`config.mk`:
```
export PLATFORM = sky130hd
export DESIGN_NAME = simple_dma_controller_top
export DESIGN_NICKNAME = d
export VERILOG_FILES = /design/src/sv/sdma_pkg.sv /design/src/sv/simple_dma_controller_top.sv /design/src/sv/sdma_fifo.sv /design/src/sv/sdma_front.sv /design/src/sv/sdma_engine.sv
export SDC_FILE = /design/constraint.sdc
export NUM_CORES = 1
export LEC_CHECK = 0
export BUFFER_PORTS_ARGS = -buffer_cell sky130_fd_sc_hd__buf_2
export CAP_MARGIN = 20
export CORE_MARGIN = 2
export CORE_UTILIZATION = 35
export CTS_CLUSTER_SIZE = 40
export DETAILED_ROUTE_END_ITERATION = 7
export PLACE_DENSITY_LB_ADDON = 0.08
export RECOVER_POWER = 50
export SLEW_MARGIN = 40
export SYNTH_ARGS = -nofsm -noshare
export SYNTH_HDL_FRONTEND = slang
export SYNTH_SLANG_ARGS = --single-unit
export TNS_END_PERCENT = 50
```
`constraint.sdc`:
```
create_clock -name i_clk -period 4.4 [get_ports i_clk]
set_input_delay 0.44 -clock i_clk [delete_from_list [all_inputs] [get_ports i_clk]]
set_output_delay 0.44 -clock i_clk [all_outputs]
set_load 0.01 [all_outputs]
```
`src/sv/sdma_pkg.sv`:
```
// Shared types and constants for the single-channel word DMA controller.
package sdma_pkg;

    localparam int DATA_W          = 32;
    localparam int ADDR_WIDTH_DEF  = 32;
    localparam int CMD_DEPTH_DEF   = 2;
    localparam int RES_DEPTH_DEF   = 2;
    localparam int PADDR_W         = 3;
    localparam logic [DATA_W-1:0] WORD_BYTES = DATA_W'(4);

    // configuration register index, taken from paddr word bits
    localparam logic CFG_BASE_ADDR = 1'b0;

    typedef enum logic [1:0] {
        K_REG_WR  = 2'd0,
        K_TICK    = 2'd1,
        K_RD_DATA = 2'd2,
        K_NONE    = 2'd3
    } t_kind;

    typedef enum logic [1:0] {
        REG_SOURCE = 2'd0,
        REG_TARGET = 2'd1,
        REG_SIZE   = 2'd2,
        REG_START  = 2'd3
    } t_reg_idx;

    typedef enum logic [3:0] {
        PH_IDLE  = 4'b0001,
        PH_READ  = 4'b0010,
        PH_WRITE = 4'b0100,
        PH_DONE  = 4'b1000
    } t_phase;

    typedef struct packed {
        logic [1:0]        kind;
        logic [DATA_W-1:0] bus_address;
        logic [DATA_W-1:0] write_value;
        logic [DATA_W-1:0] read_return;
    } t_in_item;

    typedef struct packed {
        logic              master_valid;
        logic              master_is_write;
        logic [DATA_W-1:0] master_address;
        logic [DATA_W-1:0] master_wdata;
        logic              interrupt_level;
        logic              bad_access;
    } t_result;

    // classified item as held in the command queue
    typedef struct packed {
        t_kind             kind;
        t_reg_idx          reg_idx;
        logic              bad;
        logic [DATA_W-1:0] data;
    } t_cmd;

endpackage

```
`src/sv/simple_dma_controller_top.sv`:
```
// An item is decoded by the front end, held in the command queue, stepped by the engine and stored in the result queue.
// Throughput: one item per clock while a command is queued and the result queue has room.
// Command and result queues decouple input, engine and output; each side stalls on its own.
// Reset (i_rst_n low, synchronous): queues empty, phase idle, all registers and base 0.
module simple_dma_controller_top #(
    parameter int ADDR_WIDTH = sdma_pkg::ADDR_WIDTH_DEF,
    parameter int CMD_DEPTH  = sdma_pkg::CMD_DEPTH_DEF,
    parameter int RES_DEPTH  = sdma_pkg::RES_DEPTH_DEF
) (
    input  logic                          i_clk,
    input  logic                          i_rst_n,
    input  logic                          push,
    output logic                          full,
    input  sdma_pkg::t_in_item            i_item,
    input  logic                          pop,
    output logic                          empty,
    output sdma_pkg::t_result             o_result,
    input  logic                          psel,
    input  logic                          penable,
    input  logic                          pwrite,
    input  logic [sdma_pkg::PADDR_W-1:0]  paddr,
    input  logic [sdma_pkg::DATA_W-1:0]   pwdata,
    output logic [sdma_pkg::DATA_W-1:0]   prdata,
    output logic                          pready
);
    import sdma_pkg::*;

    logic [DATA_W-1:0] r_base_addr;
    t_cmd              front_cmd;
    t_cmd              eng_cmd;
    logic              cmd_empty;
    logic              cmd_pop;
    t_result           eng_res;
    logic              res_push;
    logic              res_full;

    assign pready = 1'b1;
    assign prdata = (paddr[2] == CFG_BASE_ADDR) ? r_base_addr : '0;

    always_ff @(posedge i_clk) begin
        if (!i_rst_n) begin
            r_base_addr <= '0;
        end else if (psel && penable && pwrite && pready && paddr[2] == CFG_BASE_ADDR) begin
            r_base_addr <= pwdata;
        end
    end

    sdma_front #(
        .ADDR_WIDTH (ADDR_WIDTH)
    ) u_front (
        .i_item      (i_item),
        .i_base_addr (r_base_addr),
        .o_cmd       (front_cmd)
    );

    sdma_fifo #(
        .WIDTH ($bits(t_cmd)),
        .DEPTH (CMD_DEPTH)
    ) u_cmd_q (
        .i_clk   (i_clk),
        .i_rst_n (i_rst_n),
        .i_push  (push),
        .i_data  (front_cmd),
        .o_full  (full),
        .i_pop   (cmd_pop),
        .o_data  (eng_cmd),
        .o_empty (cmd_empty)
    );

    sdma_engine u_engine (
        .i_clk       (i_clk),
        .i_rst_n     (i_rst_n),
        .i_cmd       (eng_cmd),
        .i_cmd_valid (!cmd_empty),
        .o_cmd_pop   (cmd_pop),
        .o_res       (eng_res),
        .o_res_push  (res_push),
        .i_res_full  (res_full)
    );

    sdma_fifo #(
        .WIDTH ($bits(t_result)),
        .DEPTH (RES_DEPTH)
    ) u_res_q (
        .i_clk   (i_clk),
        .i_rst_n (i_rst_n),
        .i_push  (res_push),
        .i_data  (eng_res),
        .o_full  (res_full),
        .i_pop   (pop),
        .o_data  (o_result),
        .o_empty (empty)
    );

`ifndef SYNTHESIS
    // a write request is always a valid request
    a_write_is_valid: assert property (@(posedge i_clk) disable iff (!i_rst_n)
        !empty && o_result.master_is_write |-> o_result.master_valid)
        else $error("write flag without a request");

    // a rejected register write never issues a bus request
    a_bad_no_request: assert property (@(posedge i_clk) disable iff (!i_rst_n)
        !empty && o_result.bad_access |-> !o_result.master_valid)
        else $error("bad access together with a request");

    // engine only steps when there is room for its item
    a_no_push_when_full: assert property (@(posedge i_clk) disable iff (!i_rst_n)
        res_push |-> !res_full && !cmd_empty)
        else $error("engine stepped without room or command");
`endif

endmodule

```
`src/sv/sdma_fifo.sv`:
```
// Small register-based first-in first-out queue.
module sdma_fifo #(
    parameter int WIDTH = 8,
    parameter int DEPTH = 2
) (
    input  logic             i_clk,
    input  logic             i_rst_n,
    input  logic             i_push,
    input  logic [WIDTH-1:0] i_data,
    output logic             o_full,
    input  logic             i_pop,
    output logic [WIDTH-1:0] o_data,
    output logic             o_empty
);
    localparam int PTR_W = (DEPTH > 1) ? $clog2(DEPTH) : 1;
    localparam int CNT_W = $clog2(DEPTH + 1);

    logic [WIDTH-1:0] r_mem [DEPTH];
    logic [PTR_W-1:0] r_wr_ptr, n_wr_ptr;
    logic [PTR_W-1:0] r_rd_ptr, n_rd_ptr;
    logic [CNT_W-1:0] r_count, n_count;
    logic             do_push, do_pop;

    assign o_full  = (r_count == CNT_W'(DEPTH));
    assign o_empty = (r_count == '0);
    assign o_data  = r_mem[r_rd_ptr];
    assign do_push = i_push && !o_full;
    assign do_pop  = i_pop && !o_empty;

    always_comb begin
        n_wr_ptr = r_wr_ptr;
        n_rd_ptr = r_rd_ptr;
        n_count  = r_count;
        if (do_push) begin
            n_wr_ptr = (r_wr_ptr == PTR_W'(DEPTH - 1)) ? '0 : r_wr_ptr + 1'b1;
        end
        if (do_pop) begin
            n_rd_ptr = (r_rd_ptr == PTR_W'(DEPTH - 1)) ? '0 : r_rd_ptr + 1'b1;
        end
        if (do_push && !do_pop) begin
            n_count = r_count + 1'b1;
        end else if (do_pop && !do_push) begin
            n_count = r_count - 1'b1;
        end
    end

    always_ff @(posedge i_clk) begin
        if (!i_rst_n) begin
            r_wr_ptr <= '0;
            r_rd_ptr <= '0;
            r_count  <= '0;
        end else begin
            r_wr_ptr <= n_wr_ptr;
            r_rd_ptr <= n_rd_ptr;
            r_count  <= n_count;
        end
    end

    always_ff @(posedge i_clk) begin
        if (do_push) begin
            r_mem[r_wr_ptr] <= i_data;
        end
    end

endmodule

```
`src/sv/sdma_front.sv`:
```
// Front end: decodes an incoming item into a command for the transfer engine.
module sdma_front #(
    parameter int ADDR_WIDTH = 32
) (
    input  sdma_pkg::t_in_item           i_item,
    input  logic [sdma_pkg::DATA_W-1:0] i_base_addr,
    output sdma_pkg::t_cmd               o_cmd
);
    import sdma_pkg::*;

    logic [ADDR_WIDTH-1:0] bus_a;
    logic [ADDR_WIDTH-1:0] base_a;
    logic [ADDR_WIDTH-1:0] offset;

    // offset wraps at the slave address width
    assign bus_a  = ADDR_WIDTH'(i_item.bus_address);
    assign base_a = ADDR_WIDTH'(i_base_addr);
    assign offset = bus_a - base_a;

    always_comb begin
        o_cmd         = '0;
        o_cmd.kind    = t_kind'(i_item.kind);
        o_cmd.reg_idx = t_reg_idx'(offset[3:2]);
        o_cmd.bad     = (t_kind'(i_item.kind) == K_REG_WR) && (|offset[ADDR_WIDTH-1:4]);
        o_cmd.data    = (t_kind'(i_item.kind) == K_RD_DATA) ? i_item.read_return
                                                             : i_item.write_value;
    end

endmodule

```
`src/sv/sdma_engine.sv`:
```
// Back end: control registers, transfer sequencer and result generation.
module sdma_engine (
    input  logic             i_clk,
    input  logic             i_rst_n,
    input  sdma_pkg::t_cmd   i_cmd,
    input  logic             i_cmd_valid,
    output logic             o_cmd_pop,
    output sdma_pkg::t_result o_res,
    output logic             o_res_push,
    input  logic             i_res_full
);
    import sdma_pkg::*;

    t_phase            r_phase, n_phase;
    logic [DATA_W-1:0] r_source, n_source;
    logic [DATA_W-1:0] r_target, n_target;
    logic [DATA_W-1:0] r_size, n_size;
    logic [DATA_W-1:0] r_start, n_start;
    logic [DATA_W-1:0] r_buf, n_buf;
    logic              r_irq, n_irq;
    logic              step;

    assign step       = i_cmd_valid && !i_res_full;
    assign o_cmd_pop  = step;
    assign o_res_push = step;

    always_comb begin
        n_phase  = r_phase;
        n_source = r_source;
        n_target = r_target;
        n_size   = r_size;
        n_start  = r_start;
        n_buf    = r_buf;
        n_irq    = r_irq;
        o_res    = '0;

        unique case (i_cmd.kind)
            K_REG_WR: begin
                if (i_cmd.bad) begin
                    o_res.bad_access = 1'b1;
                end else begin
                    unique case (i_cmd.reg_idx)
                        REG_SOURCE: n_source = i_cmd.data;
                        REG_TARGET: n_target = i_cmd.data;
                        REG_SIZE:   n_size   = i_cmd.data;
                        REG_START:  n_start  = i_cmd.data;
                        default:    n_start  = r_start;
                    endcase
                end
            end
            K_TICK: begin
                unique case (r_phase)
                    PH_IDLE, PH_READ: begin
                        if (r_phase == PH_READ || r_start != '0) begin
                            o_res.master_valid   = 1'b1;
                            o_res.master_address = r_source;
                            n_source             = r_source + WORD_BYTES;
                            n_phase              = PH_WRITE;
                        end
                    end
                    PH_WRITE: begin
                        o_res.master_valid    = 1'b1;
                        o_res.master_is_write = 1'b1;
                        o_res.master_address  = r_target;
                        o_res.master_wdata    = r_buf;
                        n_target              = r_target + WORD_BYTES;
                        // size is tested before the decrement
                        n_phase               = (r_size == '0) ? PH_DONE : PH_READ;
                        n_size                = r_size - WORD_BYTES;
                    end
                    PH_DONE: begin
                        if (r_start == '0) begin
                            n_phase = PH_IDLE;
                            n_irq   = 1'b0;
                        end else begin
                            n_irq   = 1'b1;
                        end
                    end
                    default: n_phase = r_phase;
                endcase
            end
            K_RD_DATA: n_buf = i_cmd.data;
            K_NONE:    n_buf = r_buf;
            default:   n_buf = r_buf;
        endcase

        o_res.interrupt_level = n_irq;
    end

    always_ff @(posedge i_clk) begin
        if (!i_rst_n) begin
            r_phase  <= PH_IDLE;
            r_source <= '0;
            r_target <= '0;
            r_size   <= '0;
            r_start  <= '0;
            r_buf    <= '0;
            r_irq    <= 1'b0;
        end else if (step) begin
            r_phase  <= n_phase;
            r_source <= n_source;
            r_target <= n_target;
            r_size   <= n_size;
            r_start  <= n_start;
            r_buf    <= n_buf;
            r_irq    <= n_irq;
        end
    end

endmodule
```
==> results by group, run 1 <==
Outcome
  – Status: complete, but fails checks
  – Failing checks: max-capacitance violations, max-slew violations

Yosys
  – Most used flip-flop cell after synthesis: edfxtp_1
  – Share of synthesized registers carrying an async set or reset: 0%
  – Number of unique standard cell types used by synthesis: 83
  – Number of nets produced by synthesis: 2265
  – Synthesized area per cell: 9.96 um2
  – EDFF count, synth: 210
  – Synthesized flop and latch total: 417
  – Synth Cell Area: 0.0208 mm2
  – Sequential area share after synthesis: 50.2%
  – Cells after synthesis: 2089
  – YS warnings: 0

Placed design
  – Routability congestion estimate from global placement: 0.846
  – Count of input and output buffers: 239
  – Sum of net half-perimeters after detailed placement: 41700 um

STA
  – Period Utilization, post-route: 78.5%
  – Final hold violation count: 0
  – Finish-stage setup viols: 0
  – Transition at the pin with the smallest max-transition slack: 2250 ps
  – Minimum clock period after layout: 3450 ps
  – Clock Skews: 21.2 ps
  – Count of final max-slew check failures: 230
  – RSZ-0062 raised after global routing: no
  – FMAX: 0.289 GHz
  – Final-layout setup total negative slack: 0 ps
  – Slew margin rel.: -50.3%

Global route
  – Antenna violations before repair: 2
  – Residual overflow from global routing: 0
  – GRT Total Usage: 19.3%
  – Global-route wire length before repair: 92300 um
  – Via count of the first global-routing pass: 15800
  – Maximum number of pins on one net before global-route repair: 93

Route
  – Overall via count from detail_route: 16500
  – Post-detailed-route via-to-cell ratio: 5.32
  – WL final: 60500 um
  – Residual antenna-violating net count after detailed routing: 0
  – Count of unresolved DRC violations after routing: 0
  – First-pass DRT Iterations: 6
  – 1st-iter DRT viols: 1092
  – Routed wirelength normalized by instance count: 19.5 um

Finish
  – Area overhead of the layout relative to synthesis: 18.4%
  – Fill cell count: 5739
  – Number of nets in the final layout: 2473
  – Fraction of final layout cells sized beyond drive strength 1: 19.6%
  – Most common cell after layout, fill and taps aside: nand2_1
  – Highest-count cells in the layout ignoring fill and taps: 244 x nand2_1, 210 x edfxtp_1, 207 x dfxtp_1
  – End-of-flow core utilization: 41.8%
  – Storage element area: 0.0105 mm2
  – Area of the multi-input gates: 0.00966 mm2

Worst hold path
  – Startpoint of the worst hold path: pwdata[5]
  – Cell depth of the worst min-delay path: 3
  – Hold Path Class: input port to flop
  – End of the worst hold path: r_base_addr[5]$_SDFFE_PN0P_

Clock tree
  – Total clock sinks: 417
  – Cts repair resizes: 0
  – Post-CTS setup buffer count: 0
  – Clock latency on the worst-skew pair: 590 ps
  – H-tree depth: 2
  – Clock root cell: clkbuf_16
  – Clock tree from TritonCTS: yes
  – Clock transition at the registers of the reported paths: 60 ps
  – Num CTS Buffers: 48
  – Hold bufs inserted after CTS: 0
  – Worst-case clock buffer depth: 3

Setup path
  – Critical path startpoint category: flop
  – Startpoint of the worst register-to-register path: u_cmd_q.r_count[0]$_SDFFE_PN0P_
  – Worst setup slack for register-to-register paths: 950 ps
  – Count of cells along the worst register-to-register path: 4
  – Endpoint type of the worst setup path: flop
  – Highest net fanout along the worst path: 24
  – Reg-to-Reg End: u_res_q.r_mem[1][43]$_DFFE_PP_
  – Worst path arrival time: 3640 ps
  – Critical path class: flop to flop
  – Required time at the endpoint of the critical path: 4580 ps

Floorplanning
  – Total I/O pin count: 243
  – Effective utilization at floorplan: 35.3%
  – Area of the placeable core: 0.0589 mm2
  – Full die area: 0.0614 mm2
  – Die width: 248 um
  – Overall die height: 248 um
  – Num rows: 89

Power
  – Total power divided by cell area: 596 mW/mm2
  – Worst IR drop on VDD: 396 uV
  – Total leakage power: 9.56 nW

Flow run
  – MaxCap Viol Count: 7
## metrics by stage
stage	area, um2	power (mW)	std cells	worst slack (ps)	hold WS (ps)
after floorplan	20800	8.52	2089	473	435
after global placement	22900	10.4	3015	972	454
after detailed placement	23000	10.5	3019	852	458
after CTS	24700	14.9	3109	1030	57.9
after global routing	24600	15.6	3110	633	88.1
final	24600	14.7	3111	946	101
## cell families after synthesis
| kind of cell | synth area share [%] |
|---|---|
| buffers and inverters | 3.70 |
| xor gates and xnor gates | 0.842 |
| DFF | 50.2 |
| and+or+nand+nor | 16.8 |
| other | 0.0180 |
| muxes | 7.53 |
| adders and majority gates | 2.17 |
| AOI/OAI and AO/OA | 18.8 |
## routing by layer
metal  global-route usage, %  vias up  share of wire (%)
li1                        -     8082                  -
met1                    27.0     8033                 47
met2                    31.1      343                 46
met3                    3.07       76                4.5
met4                    4.93        2                2.1
met5                       0        -              0.012
## worst max-delay path, cell delays in order (launching register included)
cell	delay, ps
dfxtp_1	410
o22ai_1	290
inv_1	350
and2_0	870
dlymetal6s2s_1	1090
## flip-flops by register name, indices dropped and copies added, names as in the netlist, named ones only
| register | flops |
|---|---|
| u_cmd_q.r_mem | 74 |
| u_engine.r_phase | 4 |
| u_engine.r_target | 32 |
| u_cmd_q.r_wr_ptr | 1 |
| u_engine.r_source | 32 |
| u_cmd_q.r_rd_ptr | 1 |
| u_cmd_q.r_count | 2 |
| r_base_addr | 32 |
| u_engine.r_size | 32 |
| u_res_q.r_count | 2 |
| u_res_q.r_wr_ptr | 1 |
| u_res_q.r_rd_ptr | 1 |
| u_engine.r_irq | 1 |
| u_engine.r_buf | 32 |
| u_res_q.r_mem | 136 |
| u_engine.r_start | 32 |
## power breakdown
group	internal, mW	leakage (nW)	switching, mW
sequential	5.03	3.66	0.416
combinational	1.79	5.06	3.09
clock	2.67	0.839	1.68
total	9.50	9.56	5.19
## final cells by class
type                       instances  area share, %
antenna                            1         0.0102
clock buffer                      65           5.43
clock inverter                    25           1.59
inverter                          53          0.808
multi-input combinational       1481           39.2
sequential                       417           42.4
tap                              773           3.93
timing repair buffer             296           6.56
## worst max path at each step
stage,from,end,slack [ps]
final,u_cmd_q.r_count[0]$_SDFFE_PN0P_,u_res_q.r_mem[1][43]$_DFFE_PP_,950
after global routing,u_cmd_q.r_count[0]$_SDFFE_PN0P_,u_res_q.r_mem[1][44]$_DFFE_PP_,630
after CTS,r_base_addr[24]$_SDFFE_PN0P_,u_cmd_q.r_mem[0][32]$_DFFE_PP_,1030
after detailed placement,i_item[88],u_cmd_q.r_mem[1][32]$_DFFE_PP_,850
after global placement,i_item[74],u_cmd_q.r_mem[0][32]$_DFFE_PP_,970
after floorplan,u_res_q.r_count[0]$_SDFFE_PN0P_,u_res_q.r_mem[0][0]$_DFFE_PP_,470
## synthesized netlist by cell type (all sizes together) (9+ instances only)
master | count | share of area, %
nor4 | 17 | 0.57
mux2i | 38 | 1.8
nor2 | 192 | 3.5
o221a | 17 | 0.92
o21ai | 124 | 3.0
mux2 | 105 | 5.7
nand3 | 37 | 0.89
buf | 41 | 1.0
nand2b | 11 | 0.37
nor2b | 25 | 0.75
edfxtp | 210 | 30
and3 | 28 | 0.87
xor2 | 9 | 0.38
xnor2 | 11 | 0.46
nand2 | 245 | 4.4
nor3 | 35 | 0.89
clkbuf | 97 | 1.8
nor4b | 10 | 0.48
a21boi | 65 | 2.3
dfxtp | 207 | 20
a31oi | 18 | 0.54
nor3b | 13 | 0.47
a22oi | 44 | 1.6
and2 | 61 | 1.8
nand4 | 22 | 0.66
ha | 36 | 2.2
o21a | 11 | 0.40
a21o | 12 | 0.43
o211ai | 9 | 0.32
or3 | 11 | 0.33
o22ai | 12 | 0.39
o211a | 73 | 3.5
inv | 53 | 0.96
a21oi | 111 | 2.7
Power figures use the tool's default switching activity.
==> inputs of run 2 (changes only) <==
Clock period 4.4 ns to 3.27 ns, I/O delays scaled along.
==> run 2 against run 1 <==
Effect of this change:
- the run still ends with max-capacitance violations, max-slew violations left
- worst hold slack got worse by 68 ps
- utilization increased by 0.98 points
- clock-buffer cell count is the same
- global-route usage grew 0.47 points
- flip-flop and latch count unchanged
- clock power grew 25%
- first-iteration DRC count decreased by 11%
- sequential share of layout area fell by 0.96 points
==> results by group, run 2 (synthesized netlist as in run 1, its figures left out) <==
Finish
  – Largest Register: u_res_q.r_mem
  – Largest registers: u_res_q.r_mem (136), u_cmd_q.r_mem (74)
  – Fraction of final layout cells sized beyond drive strength 1: 21.1% (+1.5 points)
  – Area overhead of the layout relative to synthesis: 21.1%
  – Storage element area: 0.0105 mm2 (about the same)
  – Max FFs per register: 136 (unchanged)
  – Fill cell count: 5696 (-0.75%)
  – Area of the multi-input gates: 0.00971 mm2 (+0.45%)
  – Highest-count cells in the layout ignoring fill and taps: 245 x nand2_1, 210 x edfxtp_1, 206 x dfxtp_1
  – Post-route non-filler standard cell count: 3185 (+2.4%)
  – Most common cell after layout, fill and taps aside: nand2_1
  – End-of-flow core utilization: 42.8% (+0.98 points)
  – Diode count: 0 (-1)
  – Number of nets in the final layout: 2549 (+3.1%)

Setup path
  – Count of cells along the worst register-to-register path: 12 (+8)
  – Reg-to-Reg End: u_cmd_q.r_mem[0][32]$_DFFE_PP_
  – Most frequent cell on the critical path: a21oi_1
  – Crit path buf inv count: 2 (unchanged)
  – Required time at the endpoint of the critical path: 3580 ps (-1000 ps)
  – Startpoint of the worst register-to-register path: r_base_addr[6]$_SDFFE_PN0P_
  – Critical path startpoint category: flop
  – Worst stage delay on the critical path: 430 ps (-660 ps)
  – Count of cell instances traversed by the critical path: 12 (+8)
  – Worst path arrival time: 3410 ps (-230 ps)
  – Slowest cell on the critical path: nor3_1
  – Family with the most delay on the worst path: simple AND/OR/NAND/NOR gates
  – Critical path, cell by cell: inv_1 > ha_1 > and3_1 > nand2_1 > nor3_1 > a211oi_2 > buf_4 > a21oi_1 > o221ai_1 > a22oi_1 > and4_1 > a21oi_1
  – Worst setup slack for register-to-register paths: 170 ps (-770 ps)
  – Critical path class: flop to flop
  – Highest net fanout along the worst path: 5 (-79%)
  – Endpoint type of the worst setup path: flop

Power
  – Total power divided by cell area: 772 mW/mm2 (+30%)
  – Worst IR drop on VDD: 482 uV (+22%)
  – Total leakage power: 9.83 nW (+2.9%)

Global route
  – GRT Total Usage: 19.8% (+0.47 points)
  – Antenna violations before repair: 2 (unchanged)
  – Via count of the first global-routing pass: 16600 (+4.7%)
  – Residual overflow from global routing: 0 (unchanged)
  – Maximum number of pins on one net before global-route repair: 97 (+4.3%)
  – Global-route wire length before repair: 95200 um (+3.1%)

Clock tree
  – Clock root cell: clkbuf_16
  – H-tree depth: 2 (unchanged)
  – Clock transition at the registers of the reported paths: 60 ps (about the same)
  – Num CTS Buffers: 47 (-2.1%)
  – Clock tree from TritonCTS: yes
  – Total clock sinks: 417 (unchanged)
  – Clock latency on the worst-skew pair: 610 ps (+20 ps)
  – Worst-case clock buffer depth: 3 (unchanged)

Floorplanning
  – Area of the placeable core: 0.0589 mm2 (unchanged)
  – Full die area: 0.0614 mm2 (unchanged)
  – Total I/O pin count: 243 (unchanged)
  – Die width: 248 um (unchanged)
  – Overall die height: 248 um (unchanged)
  – Num rows: 89 (unchanged)
  – Effective utilization at floorplan: 35.3% (unchanged)

Route
  – Routed wirelength normalized by instance count: 19.3 um (-0.73%)
  – Residual antenna-violating net count after detailed routing: 0 (unchanged)
  – Overall via count from detail_route: 16800 (+1.5%)
  – 1st-iter DRT viols: 975 (-11%)
  – Post-detailed-route via-to-cell ratio: 5.27 (-0.88%)
  – WL final: 61500 um (+1.6%)
  – Count of unresolved DRC violations after routing: 0 (unchanged)
  – First-pass DRT Iterations: 5 (-1)

Placed design
  – Sum of net half-perimeters after detailed placement: 42700 um (+2.5%)
  – Placed Instances: 3063 (+1.5%)
  – Count of input and output buffers: 239 (unchanged)
  – Routability congestion estimate from global placement: 0.840 (-0.63%)

STA
  – Final hold violation count: 0 (unchanged)
  – Clock Skews: 37.8 ps (+16.5 ps)
  – Minimum clock period after layout: 3100 ps (-357 ps)
  – Finish-stage setup viols: 0 (unchanged)
  – Final-layout setup total negative slack: 0 ps (unchanged)
  – Slew margin rel.: -27.1% (+23 points)
  – Count of final max-slew check failures: 139 (-40%)
  – Period Utilization, post-route: 94.7% (+16 points)
  – Transition at the pin with the smallest max-transition slack: 1910 ps (-347 ps)
  – FMAX: 0.323 GHz (+12%)

Worst hold path
  – Hold Path Class: input port to flop
  – Startpoint of the worst hold path: pwdata[20]
  – Cell depth of the worst min-delay path: 3 (unchanged)
  – End of the worst hold path: r_base_addr[20]$_SDFFE_PN0P_

Outcome
  – Status: complete, but fails checks
  – Failing checks: max-capacitance violations, max-slew violations

Flow run
  – MaxCap Viol Count: 4 (-3)
-- run 2: cell type report --
class / count / area share [%]
multi-input combinational: 1481 / 38.5
clock buffer: 65 / 5.10
sequential: 417 / 41.5
inverter: 53 / 0.789
clock inverter: 23 / 1.17
tap: 773 / 3.84
timing repair buffer: 373 / 9.11
-- run 2: worst max path at each step --
stage | start | endpoint | slack, ps
after floorplan | r_base_addr[10]$_SDFFE_PN0P_ | u_cmd_q.r_mem[0][32]$_DFFE_PP_ | 460
after global placement | i_item[74] | u_cmd_q.r_mem[0][32]$_DFFE_PP_ | 30
after detailed placement | i_item[74] | u_cmd_q.r_mem[0][32]$_DFFE_PP_ | 50
after CTS | r_base_addr[10]$_SDFFE_PN0P_ | u_cmd_q.r_mem[0][32]$_DFFE_PP_ | 110
after global routing | r_base_addr[28]$_SDFFE_PN0P_ | u_cmd_q.r_mem[0][32]$_DFFE_PP_ | -5
final | r_base_addr[6]$_SDFFE_PN0P_ | u_cmd_q.r_mem[0][32]$_DFFE_PP_ | 170
-- run 2: metrics by stage --
| step | instance area, um2 | power [mW] | hold slack (ps) | worst slack [ps] |
|---|---|---|---|---|
| floorplan | 20800 | 11.4 | 426 | 459 |
| global placement | 23300 | 14.2 | 451 | 30.8 |
| detailed placement | 23300 | 14.3 | 456 | 54.6 |
| CTS | 25200 | 19.8 | 4.35 | 107 |
| global route | 25200 | 20.7 | 25.0 | -4.76 |
| finish | 25200 | 19.5 | 33.4 | 173 |
-- run 2: per-layer routing --
layer | track usage, % | up-vias | wire, um
met5 | 0 | - | 7
met4 | 3.84 | 2 | 873
met3 | 3.00 | 66 | 2590
met2 | 33.4 | 289 | 29700
met1 | 27.0 | 8191 | 28400
li1 | - | 8232 | -
-- run 2: worst reg2reg max path, cell delays in order, from the launching register on --
cell and delay [ps]:
dfxtp_1 330, inv_1 60, ha_1 350, and3_1 260, nand2_1 70, nor3_1 430, a211oi_2 170, buf_4 180
a21oi_1 360, o221ai_1 160, a22oi_1 190, and4_1 210, a21oi_1 80
-- run 2: repair_timing --
item                                    in CTS  in global routing
endpoints found under the setup margin       0                  2
hold buffers                                33                  0
setup buffers                                0                  1
resized for setup                            0                 12
hold endpoints to repair                    35                  0
-- run 2: power breakdown --
group	total [mW]	internal (mW)	switching, mW
Clock	5.42	3.17	2.25
Sequential	7.34	6.75	0.583
Combinational	6.71	2.56	4.15
==> inputs of run 3 (changes only) <==
Settings changed: ABC_AREA from default to 1.
==> run 3 against run 2 <==
Effect of this change:
- utilization is 1.3 points lower
- die area is 1.9% higher
- via count is 5.2% higher
- setup slack better by 150 ps
- global-route usage hardly changed
- combinational power is 23% higher
- maximum frequency is 5.1% higher
- critical path type unchanged
- sequential share of layout area is 0.44 points higher
- wire length is 1.8% higher
- the flow still finishes with violations (max-capacitance violations, max-slew violations)
- worst hold slack worse by 5.3 ps
- largest power group is now combinational logic
==> results by group, run 3 <==
Outcome
  – Failing checks: max-capacitance violations, max-slew violations
  – Status: complete, but fails checks

Yosys
  – Commonest cells in the synthesized netlist: 493 x nand2_1, 322 x inv_1, 271 x nor2_1
  – Sequential area share after synthesis: 49.3% (-0.95 points)
  – Share of synthesized registers carrying an async set or reset: 0% (unchanged)
  – Most frequent cell after synthesis: nand2_1
  – Most used flip-flop cell after synthesis: edfxtp_1
  – Leading cell types by total area after synthesis: edfxtp_1 30%, dfxtp_1 20%, nand2_1 8.7%
  – Number of unique standard cell types used by synthesis: 50 (-40%)
  – Cell taking the most area after synthesis: edfxtp_1
  – Cells after synthesis: 2540 (+22%)
  – Post-synth top area share: 29.7% (-0.57 points)
  – Number of nets produced by synthesis: 2716 (+20%)
  – Synthesized flop and latch total: 417 (unchanged)
  – YS warnings: 0 (unchanged)
  – EDFF count, synth: 210 (unchanged)
  – Synthesized area per cell: 8.35 um2 (-16%)
  – Synth Cell Area: 0.0212 mm2 (+1.9%)

Route
  – Count of unresolved DRC violations after routing: 0 (unchanged)
  – Residual antenna-violating net count after detailed routing: 0 (unchanged)
  – Routed wirelength normalized by instance count: 17.4 um (-9.7%)
  – First-pass DRT Iterations: 6 (+1)
  – Post-detailed-route via-to-cell ratio: 4.91 (-6.7%)
  – WL final: 62600 um (+1.8%)
  – Overall via count from detail_route: 17600 (+5.2%)
  – 1st-iter DRT viols: 1062 (+8.9%)

Floorplanning
  – Overall die height: 250 um (+0.94%)
  – Area of the placeable core: 0.0601 mm2 (+2.1%)
  – Die width: 250 um (+0.94%)
  – Total I/O pin count: 243 (unchanged)
  – Num rows: 90 (+1.1%)
  – Effective utilization at floorplan: 35.3% (-0.054 points)
  – Full die area: 0.0626 mm2 (+1.9%)

Global route
  – Global-route wire length before repair: 97400 um (+2.3%)
  – Via count of the first global-routing pass: 17100 (+3.2%)
  – GRT Total Usage: 19.8% (+0.032 points)
  – Antenna violations before repair: 2 (unchanged)
  – Residual overflow from global routing: 0 (unchanged)
  – Maximum number of pins on one net before global-route repair: 94 (-3.1%)

Clock tree
  – Clock root cell: clkbuf_16
  – Clock tree from TritonCTS: yes
  – Worst-case clock buffer depth: 3 (unchanged)
  – Cts repair resizes: 0 (unchanged)
  – Hold bufs inserted after CTS: 10 (-70%)
  – Clock transition at the registers of the reported paths: 60 ps (about the same)
  – H-tree depth: 2 (unchanged)
  – Clock latency on the worst-skew pair: 590 ps (-20 ps)
  – Post-CTS setup buffer count: 0 (unchanged)
  – Total clock sinks: 417 (unchanged)
  – Num CTS Buffers: 48 (+2.1%)

Placed design
  – Routability congestion estimate from global placement: 0.862 (+2.5%)
  – Count of input and output buffers: 239 (unchanged)
  – Total placed instance area: 0.0233 mm2 (about the same)
  – Placed Instances: 3490 (+14%)
  – Sum of net half-perimeters after detailed placement: 45600 um (+6.7%)

Setup path
  – Highest net fanout along the worst path: 25 (+20)
  – Critical path, cell by cell: nand2_1 > o21ai_2 > inv_2 > nor2_8 > inv_2 > nor2_1 > clkinv_1 > nor2_1
  – Count of cells along the worst register-to-register path: 8 (-4)
  – Worst path arrival time: 3350 ps (-60 ps)
  – Critical path startpoint category: flop
  – Endpoint type of the worst setup path: flop
  – Worst setup slack for register-to-register paths: 320 ps (+150 ps)
  – Critical path class: flop to flop
  – Slowest cell on the critical path: clkinv_1
  – Worst stage delay on the critical path: 720 ps (+290 ps)
  – Reg-to-Reg End: u_res_q.r_mem[1][23]$_DFFE_PP_
  – Required time at the endpoint of the critical path: 3670 ps (+90 ps)

Finish
  – Number of nets in the final layout: 2944 (+15%)
  – Max FFs per register: 136 (unchanged)
  – Highest-count cells in the layout ignoring fill and taps: 493 x nand2_1, 323 x inv_1, 267 x nor2_1
  – Largest registers: u_res_q.r_mem (136), u_cmd_q.r_mem (74)
  – Post-route non-filler standard cell count: 3591 (+13%)
  – Most common cell after layout, fill and taps aside: nand2_1
  – Largest Register: u_res_q.r_mem
  – Area overhead of the layout relative to synthesis: 17.6%
  – Final standard cell area without fillers: 0.0249 mm2 (-1.1%)
  – Fraction of final layout cells sized beyond drive strength 1: 15.5% (-5.6 points)

STA
  – Slew margin rel.: -52.3% (-25 points)
  – Final-layout setup total negative slack: 0 ps (unchanged)
  – Final hold violation count: 0 (unchanged)
  – Finish-stage setup viols: 0 (unchanged)
  – Period Utilization, post-route: 90.1% (-4.6 points)
  – Minimum clock period after layout: 2950 ps (-151 ps)
  – FMAX: 0.339 GHz (+5.1%)
  – RSZ-0062 raised after global routing: no
  – Clock Skews: 20.0 ps (-17.7 ps)
  – Transition at the pin with the smallest max-transition slack: 2290 ps (+378 ps)
  – Count of final max-slew check failures: 97 (-30%)

Power
  – Total leakage power: 10.1 nW (+2.3%)
  – Total power divided by cell area: 862 mW/mm2 (+12%)
  – Worst IR drop on VDD: 412 uV (-15%)

Worst hold path
  – Startpoint of the worst hold path: pwdata[12]
  – Hold Path Class: input port to flop
  – Cell depth of the worst min-delay path: 3 (unchanged)
  – End of the worst hold path: r_base_addr[12]$_SDFFE_PN0P_

Flow run
  – MaxCap Viol Count: 2 (-2)
run 3: changes by cell type after synthesis, moves of 73 or more:
cell and delta:
inv_1 +269, o211a_1 -73, nor2_1 +80, nand2_1 +248, a21oi_1 +94, o21ai_0 +95
run 3: worst max path at each step:
| stage | endpoint | slack (ps) | from |
|---|---|---|---|
| after detailed placement | u_engine.r_target[14]$_SDFFE_PN0P_ | 410 | flop |
| after global routing | u_res_q.r_mem[0][67]$_DFFE_PP_ | 20 | flop |
| after floorplan | u_res_q.r_mem[0][0]$_DFFE_PP_ | -880 | u_res_q.r_count[0]$_SDFFE_PN0P_ |
| after CTS | u_engine.r_target[14]$_SDFFE_PN0P_ | 390 | flop |
| after global placement | u_engine.r_size[9]$_SDFFE_PN0P_ | 400 | flop |
| final | u_res_q.r_mem[1][23]$_DFFE_PP_ | 320 | flop |
run 3: where the power goes:
part | switching (mW) | internal (mW) | total [mW]
sequential | 0.820 | 7.01 | 7.83
clock | 2.27 | 3.14 | 5.40
combinational | 5.45 | 2.81 | 8.26
total | 8.54 | 13.0 | 21.5
run 3: area by class of cell:
type	count	area [um2]
Clock inverter	20	178
Tap cell	782	978
Sequential cell	417	10500
Antenna cell	1	2.50
Multi-Input combinational cell	1686	9090
Clock buffer	70	1430
Timing Repair Buffer	283	1560
Fill cell	6219	35200
Inverter	332	1250
run 3: kinds of logic after synthesis:
group / synth area share, %
muxes: 6.55
and+or+nand+nor: 18.5
DFF: 49.3
xor gates and xnor gates: 2.68
AOI/OAI and AO/OA: 12.9
adders and majority gates: 2.12
other: 0.0177
buffers and inverters: 7.98
run 3: stage by stage:
step | util, % | total power, mW | hold slack, ps | worst slack (ps)
3_3_place_gp | 38.8 | 16.1 | 432 | 400
4_1_cts | 41.7 | 21.9 | 0.0778 | 392
3_5_place_dp | 38.8 | 16.4 | 441 | 412
2_1_floorplan | - | 13.2 | 426 | -881
5_1_grt | 41.5 | 22.9 | 19.9 | 24.2
6_report | 41.5 | 21.5 | 28.0 | 324
run 3: layer usage:
| layer | track usage, % | part of all wire (%) | routed length (um) |
|---|---|---|---|
| met1 | 26.7 | 46 | 28700 |
| met2 | 33.2 | 47 | 29300 |
| met3 | 3.15 | 5.0 | 3130 |
| met4 | 5.15 | 2.3 | 1420 |
| met5 | 0 | 0.021 | 13 |
run 3: worst max-delay path: cells and delay by family (launching register included):
kind / cells / cell delay, ps
AND/OR/NAND/NOR: 4 / 1030
AO/OA/AOI/OAI: 1 / 130
flip-flops: 1 / 660
buffers and inverters: 3 / 920
